`config.mk`:
```
export PLATFORM = sky130hd
export DESIGN_NAME = brfs_ctrl
export DESIGN_NICKNAME = d
export VERILOG_FILES = /design/src/sv/brfs_pkg.sv /design/src/sv/brfs_ctrl.sv
export SDC_FILE = /design/constraint.sdc
export NUM_CORES = 1
export LEC_CHECK = 0
export BUFFER_PORTS_ARGS = -buffer_cell sky130_fd_sc_hd__buf_4
export CORE_AREA = 2 2 39 41
export DETAILED_ROUTE_END_ITERATION = 16
export DIE_AREA = 0 0 41 43
export GPL_ROUTABILITY_DRIVEN = 0
export MAX_ROUTING_LAYER = met4
export REMOVE_ABC_BUFFERS = 1
export SYNTH_ARGS = -nofsm -noshare
export SYNTH_HDL_FRONTEND = slang
export SYNTH_SLANG_ARGS = --single-unit
```
`constraint.sdc`:
```
create_clock -name clk_i -period 1.45 [get_ports clk_i]
set_clock_uncertainty 0.1 [all_clocks]
set_input_delay 0.0725 -clock clk_i [delete_from_list [all_inputs] [get_ports clk_i]]
set_output_delay 0.0725 -clock clk_i [all_outputs]
set_load 0.03 [all_outputs]
```
`src/sv/brfs_pkg.sv`:
```
// Shared constants, types and pointer helpers for the byte ring FIFO with search.
package brfs_pkg;

  // Storage depth and the widths derived from it.
  localparam int unsigned DEPTH  = 1024;
  localparam int unsigned ADDR_W = $clog2(DEPTH);

  // Item field widths.
  localparam int unsigned BYTE_W = 8;
  localparam int unsigned FLD_W  = 10;
  localparam int unsigned KIND_W = 2;
  localparam int unsigned STAT_W = 2;

  // Input beat layout: wr_byte, search_byte, search_offset from the lowest bit up.
  localparam int unsigned IN_WR_LSB  = 0;
  localparam int unsigned IN_SB_LSB  = BYTE_W;
  localparam int unsigned IN_SO_LSB  = 2 * BYTE_W;
  localparam int unsigned IN_DATA_W  = ((2 * BYTE_W + FLD_W + 7) / 8) * 8;

  // Output beat layout: rd_byte, found_offset, used_count, free_count.
  localparam int unsigned OUT_USED_W = BYTE_W + 3 * FLD_W;
  localparam int unsigned OUT_DATA_W = ((OUT_USED_W + 7) / 8) * 8;
  localparam int unsigned OUT_PAD_W  = OUT_DATA_W - OUT_USED_W;

  typedef logic [ADDR_W-1:0] ptr_t;
  typedef logic [FLD_W-1:0]  fld_t;

  localparam ptr_t              LAST_SLOT = ptr_t'(DEPTH - 1);
  localparam logic [ADDR_W:0]   DEPTH_X   = (ADDR_W + 1)'(DEPTH);

  // Operation selected by tuser on the input side.
  typedef enum logic [KIND_W-1:0] {
    KIND_WRITE  = 2'd0,
    KIND_READ   = 2'd1,
    KIND_SEARCH = 2'd2
  } kind_e;

  // Result status carried in tuser on the output side.
  typedef enum logic [STAT_W-1:0] {
    ST_OK       = 2'd0,
    ST_FULL     = 2'd1,
    ST_EMPTY    = 2'd2,
    ST_NOTFOUND = 2'd3
  } status_e;

  // Controller states.
  typedef enum logic [1:0] {
    S_IDLE,
    S_SCAN,
    S_FIN
  } state_e;

  // Commands from the controller to the datapath.
  typedef struct packed {
    logic accept;
    logic scan;
    logic finish;
  } ctrl_cmd_t;

  // Status from the datapath to the controller.
  typedef struct packed {
    logic in_valid;
    logic out_free;
    logic go_read;
    logic go_scan;
    logic scan_done;
  } ctrl_stat_t;

  // Advance a pointer by one, wrapping at the end of the store.
  function automatic ptr_t ptr_inc(ptr_t p);
    if (p == LAST_SLOT) begin
      return '0;
    end
    return p + ptr_t'(1);
  endfunction

  // Add an offset to a pointer modulo the depth.
  function automatic ptr_t ptr_add(ptr_t a, ptr_t b);
    logic [ADDR_W:0] s;
    s = {1'b0, a} + {1'b0, b};
    if (s >= DEPTH_X) begin
      s = s - DEPTH_X;
    end
    return s[ADDR_W-1:0];
  endfunction

  // Number of bytes between the read and write pointers.
  function automatic ptr_t ptr_dist(ptr_t w, ptr_t r);
    logic [ADDR_W:0] s;
    if (w >= r) begin
      s = {1'b0, w} - {1'b0, r};
    end else begin
      s = {1'b0, w} + DEPTH_X - {1'b0, r};
    end
    return s[ADDR_W-1:0];
  endfunction

  // Fit a count into a result field, zero-extending or masking as needed.
  function automatic fld_t to_fld(ptr_t v);
    logic [FLD_W+ADDR_W-1:0] w;
    w = {{FLD_W{1'b0}}, v};
    return w[FLD_W-1:0];
  endfunction

endpackage

```
`src/sv/brfs_ctrl.sv`:
```
// Controller state machine: sequences accepts, the byte scan and result hand-off.
module brfs_ctrl
  import brfs_pkg::*;
(
  input  logic       clk_i,
  input  logic       rst_ni,
  input  ctrl_stat_t stat_i,
  output ctrl_cmd_t  cmd_o,
  output logic       s_tready_o
);

  state_e state_q, state_d;

  // State register.
  always_ff @(posedge clk_i or negedge rst_ni) begin
    if (!rst_ni) begin
      state_q <= S_IDLE;
    end else begin
      state_q <= state_d;
    end
  end

  // Next state and commands.
  always_comb begin
    state_d    = state_q;
    cmd_o      = '0;
    s_tready_o = 1'b0;
    case (state_q)
      S_IDLE: begin
        // Take a new beat only when its result can land in the output register.
        s_tready_o   = stat_i.out_free;
        cmd_o.accept = stat_i.in_valid && stat_i.out_free;
        if (cmd_o.accept) begin
          if (stat_i.go_read) begin
            state_d = S_FIN;
          end else if (stat_i.go_scan) begin
            state_d = S_SCAN;
          end
        end
      end
      S_SCAN: begin
        cmd_o.scan = 1'b1;
        if (stat_i.scan_done) begin
          state_d = S_FIN;
        end
      end
      S_FIN: begin
        if (stat_i.out_free) begin
          cmd_o.finish = 1'b1;
          state_d      = S_IDLE;
        end
      end
      default: begin
        state_d = S_IDLE;
      end
    endcase
  end

  // A search keeps scanning until the datapath reports a hit or the end of the data.
  a_scan_holds: assert property (@(posedge clk_i) disable iff (!rst_ni)
    (state_q == S_SCAN && !stat_i.scan_done) |=> state_q == S_SCAN)
    else $error("scan left before it was done");

  // A search that needs scanning enters the scan state right after its accept.
  a_scan_entry: assert property (@(posedge clk_i) disable iff (!rst_ni)
    (cmd_o.accept && stat_i.go_scan && !stat_i.go_read) |=> state_q == S_SCAN)
    else $error("search accept did not start a scan");

endmodule

```
==> impl_summary.log, run 1 <==
[metrics] path depth of the worst reg2reg path: 3
[metrics] worst endpoint data arrival time: 1.14 ns
[metrics] remaining number of nets flagged by the antenna check after routing: 0
[metrics] kind of end point of the critical path: output pin
[metrics] reported leakage power: 0.1416 nW
[metrics] drt total wl: 330 um
[metrics] Warnings, synthesis: 0
[metrics] minimum setup slack in the final design: 0.1331 ns
[metrics] post-synthesis instance total: 13
[metrics] class of the worst hold path: input port to register
[metrics] CTS tree: built
[metrics] count of port buffers added during placement: 10
[metrics] largest driver fanout on the critical path: 4
[metrics] Required @ worst endpoint: 1.28 ns
[metrics] hold violation total from the final report: 0
[metrics] max reg flops: 2
[metrics] total power consumption of the routed design: 258.9 uW
[metrics] slew margin rel.: 86.90%
[metrics] Crit Path Class: register to output pin
[metrics] leading post-synthesis cells by cell area: sky130_fd_sc_hd__dfrtp_1, sky130_fd_sc_hd__nor3b_2, sky130_fd_sc_hd__a32o_2
[metrics] global route total overflow: 0
[metrics] final clock period utilization by the worst path: 90.82%
[metrics] final instance count without filler cells: 44
[metrics] dpl ws: 0.3429 ns
[metrics] Regs by FF count: state_q: 2 flops
[metrics] largest net degree at the start of global routing: 5
[metrics] max-cap violations: 0
[metrics] via count of the routed design: 146
[metrics] Area Overhead vs Synth: 104.8%
[metrics] post-synth cell types: 11
[metrics] area leader, netlist: sky130_fd_sc_hd__dfrtp_1
[metrics] outcome: completed
[metrics] register name with the most flops: state_q
[metrics] CTS max path bufs: 2
[metrics] cell row count: 14
[metrics] initial core utilization: 9.494%
[metrics] Max VDD drop: 0.0002921 V
[metrics] average instance area after synthesis: 10.11 sq um
[metrics] post-layout net count: 37
[metrics] global-route wire length before repair: 365 um
[metrics] sum of negative setup slack: 0 ns
[metrics] via/cell ratio: 3.318
[metrics] # IOs: 11
[metrics] initial DRC count: 2
[metrics] top cell type's share of synthesized area: 38.10%
[metrics] number of H-tree levels: 1
[metrics] final setup fails: 0
[metrics] CTS root buffer: sky130_fd_sc_hd__clkbuf_4
[metrics] Max Clock Freq: 759.4 MHz
[metrics] die boundary width: 41 um
[metrics] Critical Path Source Type: register
[metrics] Netlist Area Pre-Place: 131.4 sq um
[metrics] number of buffers created by CTS: 3
[metrics] remaining routing DRC violations: 0
[metrics] Worst-Margin Slew: 0.1961 ns
[metrics] power density cells: 962.3 nW/um^2
[metrics] number of search-and-repair iterations in the first detailed-routing pass: 2
[metrics] crit-path max cell delay: 0.39 ns
[metrics] initial antenna violation count: 0
[metrics] Placed Cells: 39
[metrics] Core Area: 1384 sq um
[metrics] die boundary height: 43 um
[metrics] fraction of layout cells with a size suffix above 1: 64.29%
[metrics] Critical-path top delay cell: sky130_fd_sc_hd__dfrtp_1
[metrics] count of final max-slew check failures: 0
[metrics] clk sinks: 2
[metrics] antenna cell count: 0
[metrics] WL/cell: 7.500 um
[metrics] clock-pin slew of the registers on the worst-case setup and hold paths: 0.03 ns
[metrics] vias in the first global route: 114
[metrics] die footprint: 1763 sq um
[metrics] GRT Resource Usage Total: 3.909%
[metrics] cts repair resizes: 0
[metrics] Seq cells post-synth: 2
[metrics] final worst path period need: 1.317 ns
[metrics] critical path, cell by cell: nor3b_2 > and2_4 > buf_4
[metrics] clock latency at the later pin of the worst-skew pair: 0.22 ns
[metrics] register area share after synthesis: 38.10%
[metrics] number of cells on the worst hold path: 2
[metrics] RSZ-0062 raised after global routing: false
==> worst max-delay path, delay by kind of cell (launching register included) <==
kind | cells | cell delay (ns)
buffers and inverters | 1 | 0.15
AND/OR/NAND/NOR | 2 | 0.39
flip-flops | 1 | 0.39
==> layout by cell type, fill, tap and decap left out, drive strengths merged <==
cell type    count
clkbuf           3
buf             10
mux2             1
and3b            1
and2             1
nand3            1
nand2            1
dlygate4sd3      2
o21ai            1
nor3b            1
inv              2
nor2b            1
a32o             1
dfrtp            2
==> through the flow <==
step | hold slack [ns] | utilization, % | instance area (sq um)
after floorplan | -0.3231 | - | 131.4
after global placement | -0.2449 | 16.37 | 226.5
after detailed placement | -0.2424 | 16.37 | 226.5
after CTS | 0.009783 | 19.44 | 269.0
after global routing | 0.02361 | 19.44 | 269.0
final | 0.01607 | 19.44 | 269.0
==> Yosys cell counts (all sizes together) <==
library cell  number
a32o               1
and2               1
and3b              1
dfrtp              2
inv                2
mux2               1
nand2              1
nand3              1
nor2b              1
nor3b              1
o21ai              1
==> final timing paths <==
| kind | startpoint | to | slack [ns] |
|---|---|---|---|
| setup / recovery | state_q[0]$_DFFE_PN0P_ | cmd_o[2] | 0.13 |
| hold / removal | stat_i[1] | state_q[0]$_DFFE_PN0P_ | 0.02 |
| setup reg to reg | state_q[0]$_DFFE_PN0P_ | state_q[0]$_DFFE_PN0P_ | 0.35 |
| hold reg to reg | state_q[0]$_DFFE_PN0P_ | state_q[1]$_DFFE_PN0P_ | 0.43 |
| max in group asynchronous | rst_ni | state_q[1]$_DFFE_PN0P_ | 1.09 |
| min in group asynchronous | rst_ni | state_q[0]$_DFFE_PN0P_ | 0.07 |
==> layer usage <==
layer	GRT usage, %	part of all wire (%)	wire [um]
met1	2.572	40	131
met2	4.688	35	117
met3	4.712	25	81
met4	4.000	0	0
met5	-	0	0
==> what timing repair did <==
action,4_1_cts,5_1_grt
setup buffers,0,0
setup endpoints to repair,0,0
hold buffers,2,0
hold endpoints to repair,3,0
==> kinds of logic (layout without fill, tap and decap cells) <==
family	count (synthesis)	count (layout)	synth area share, %
flops	2	2	38.10
mux	1	1	8.571
buf+inv	2	17	5.716
compound gates	2	2	12.38
simple gates	6	6	35.23
==> where the power goes <==
| part | switching [mW] | total, mW | leakage, nW | internal (mW) |
|---|---|---|---|---|
| clock network | 0.0276 | 0.118 | 0.0138 | 0.0909 |
| logic | 0.0347 | 0.0736 | 0.101 | 0.0389 |
| registers | 0.00534 | 0.0668 | 0.0267 | 0.0615 |
==> area by class of cell <==
| type | instances | area (sq um) |
|---|---|---|
| fill | 155 | 1115 |
| timing repair buffer | 12 | 95.09 |
| multi-input combinational | 9 | 73.82 |
| sequential | 2 | 50.05 |
| clock buffer | 3 | 22.52 |
| tap | 16 | 20.02 |
| inverter | 2 | 7.507 |
(Power assumes the default switching activity.)
==> inputs of run 2 (changes only) <==
==> constraint.sdc (replaced) <==
create_clock -name clk_i -period 1.45 [get_ports clk_i]
set_clock_uncertainty 0.1 [all_clocks]
set_input_delay 0 -clock clk_i [delete_from_list [all_inputs] [get_ports clk_i]]
set_output_delay 0 -clock clk_i [all_outputs]
set_load 0.03 [all_outputs]
==> run 2 against run 1 <==
Maximum frequency is 5.9% higher. Cell count is 4.5% higher. Design area is 7.4% higher. Core utilization is 1.4 points higher. Largest cell class unchanged. First-iteration DRC count is 50% higher. Via count is 6.2% higher. Combinational power is 5.0% higher. Critical path depth stayed put. Register-to-register slack hardly changed. Flip-flop and latch count stayed put. Clock power hardly changed.
==> impl_summary.log, run 2 (synthesis gave the netlist of run 1 again) <==
[metrics] Worst-Margin Slew: 0.1811 ns
[metrics] initial core utilization: 9.494%
[metrics] commonest non-fill, non-tap cell in the layout: sky130_fd_sc_hd__buf_4
[metrics] count of port buffers added during placement: 10
[metrics] final worst path period need: 1.243 ns
[metrics] power density cells: 917.2 nW/um^2
[metrics] global route total overflow: 0
[metrics] global-route wire length before repair: 462 um
[metrics] reported leakage power: 0.1500 nW
[metrics] antenna cell count: 0
[metrics] CTS root buffer: sky130_fd_sc_hd__clkbuf_4
[metrics] fraction of power consumed by the clock network: 45.6%
[metrics] max reg flops: 2
[metrics] die footprint: 1763 sq um
[metrics] RR Startpoint: state_q[1]$_DFFE_PN0P_
[metrics] remaining number of nets flagged by the antenna check after routing: 0
[metrics] hold violation total from the final report: 0
[metrics] RSZ-0062 raised after global routing: false
[metrics] net switching power of the design: 70.13 uW
[metrics] number of cells on the worst hold path: 3
[metrics] cell row count: 14
[metrics] number of buffers created by CTS: 3
[metrics] clock latency at the later pin of the worst-skew pair: 0.22 ns
[metrics] Sw Ratio: 26.45%
[metrics] outcome: completed
[metrics] number of search-and-repair iterations in the first detailed-routing pass: 4
[metrics] vias in the first global route: 133
[metrics] fraction of layout cells with a size suffix above 1: 60.00%
[metrics] number of H-tree levels: 1
[metrics] worst endpoint data arrival time: 1.14 ns
[metrics] Required @ worst endpoint: 1.35 ns
[metrics] Final Core Density: 20.89%
[metrics] Regs by FF count: state_q: 2 flops
[metrics] post-layout net count: 39
[metrics] sequential share of power: 25.3%
[metrics] GRT Resource Usage Total: 4.938%
[metrics] number of buffers inserted to repair setup after CTS: 0
[metrics] via/cell ratio: 3.370
[metrics] initial DRC count: 3
[metrics] initial antenna violation count: 0
[metrics] count of final max-slew check failures: 0
[metrics] CTS tree: built
[metrics] final clock period utilization by the worst path: 85.75%
[metrics] kind of end point of the critical path: output pin
[metrics] via count of the routed design: 155
[metrics] class of the worst hold path: input port to register
[metrics] final setup fails: 0
[metrics] path depth of the worst reg2reg path: 3
[metrics] Worst Hold Launch: stat_i[2]
[metrics] final hold slack: 0.01554 ns
[metrics] most used cells in the layout excluding fill and tap cells: sky130_fd_sc_hd__buf_4, sky130_fd_sc_hd__dlygate4sd3_1, sky130_fd_sc_hd__clkbuf_4
[metrics] slew margin rel.: 87.90%
[metrics] largest net degree at the start of global routing: 5
[metrics] # IOs: 11
[metrics] CTS max path bufs: 2
[metrics] Core Area: 1384 sq um
[metrics] clk sinks: 2
[metrics] clock-pin slew of the registers on the worst-case setup and hold paths: 0.03 ns
[metrics] max-cap violations: 0
[metrics] Crit Path Class: register to output pin
[metrics] WL/cell: 7.043 um
[metrics] cts repair resizes: 0
[metrics] Max VDD drop: 0.0002829 V
[metrics] Reg2Reg Capture Point: state_q[0]$_DFFE_PN0P_
[metrics] Area Overhead vs Synth: 120.0%
[metrics] Critical Path Source Type: register
[metrics] drt total wl: 324 um
[metrics] Fillers: 154
[metrics] remaining routing DRC violations: 0
[metrics] cell-internal power: 195.0 uW
[metrics] largest driver fanout on the critical path: 4
[metrics] logic gate share of total power: 29.2%
[metrics] register-to-register path setup slack: 0.35 ns
[metrics] hold buffer count at cts: 4
[metrics] register name with the most flops: state_q
[metrics] end of the worst hold path: state_q[0]$_DFFE_PN0P_
[metrics] Max Clock Freq: 804.3 MHz
[metrics] die boundary height: 43 um
[metrics] die boundary width: 41 um
-- run 2: cell count changes in the layout (fill, tap and decap cells not counted), sizes merged --
cell and delta:
dlygate4sd3 +2
-- run 2: power by group through the flow --
| stage | clock network [mW] | logic [mW] | registers (mW) |
|---|---|---|---|
| 2_1_floorplan | 0 | 0.0396 | 0.0666 |
| 3_3_place_gp | 0 | 0.0702 | 0.0677 |
| 3_5_place_dp | 0 | 0.0698 | 0.0679 |
| 4_1_cts | 0.131 | 0.0782 | 0.0672 |
| 5_1_grt | 0.137 | 0.0835 | 0.0679 |
| 6_report | 0.121 | 0.0773 | 0.0670 |
-- run 2: stage by stage --
stage | setup TNS (ns) | cell area, sq um | power, mW | worst slack (ns) | cells
floorplan | -0.06156 | 131.4 | 0.1062 | -0.06156 | 13
global placement | 0 | 226.5 | 0.1378 | 0.3416 | 39
detailed placement | 0 | 226.5 | 0.1376 | 0.3433 | 39
CTS | 0 | 289.0 | 0.2761 | 0.1803 | 46
global route | 0 | 289.0 | 0.2880 | 0.1479 | 46
finish | 0 | 289.0 | 0.2651 | 0.2066 | 46
-- run 2: worst max path at each step --
stage                      startpoint                     end
3_5_place_dp   state_q[0]$_DFFE_PN0P_  state_q[0]$_DFFE_PN0P_
2_1_floorplan  state_q[0]$_DFFE_PN0P_  state_q[0]$_DFFE_PN0P_
5_1_grt        state_q[0]$_DFFE_PN0P_                cmd_o[2]
4_1_cts        state_q[1]$_DFFE_PN0P_                cmd_o[2]
6_report       state_q[1]$_DFFE_PN0P_                cmd_o[2]
3_3_place_gp   state_q[0]$_DFFE_PN0P_  state_q[0]$_DFFE_PN0P_
-- run 2: layer usage --
layer	global-route usage, %	part of all wire (%)
met2	5.000	31
met3	6.283	23
met4	6.000	0
met1	3.537	46
met5	-	0
-- run 2: worst max-delay path, stage by stage, from the launching register on --
cell	delay (ns)
sky130_fd_sc_hd__dfrtp_1	0.40
sky130_fd_sc_hd__nor3b_2	0.20
sky130_fd_sc_hd__and2_4	0.17
sky130_fd_sc_hd__buf_4	0.15
-- run 2: area by class of cell --
| type | count | area, sq um | area share (%) |
|---|---|---|---|
| clock buffer | 3 | 22.52 | 7.792 |
| sequential | 2 | 50.05 | 17.32 |
| inverter | 2 | 7.507 | 2.597 |
| timing repair buffer | 14 | 115.1 | 39.83 |
| multi-input combinational | 9 | 73.82 | 25.54 |
| tap | 16 | 20.02 | 6.926 |
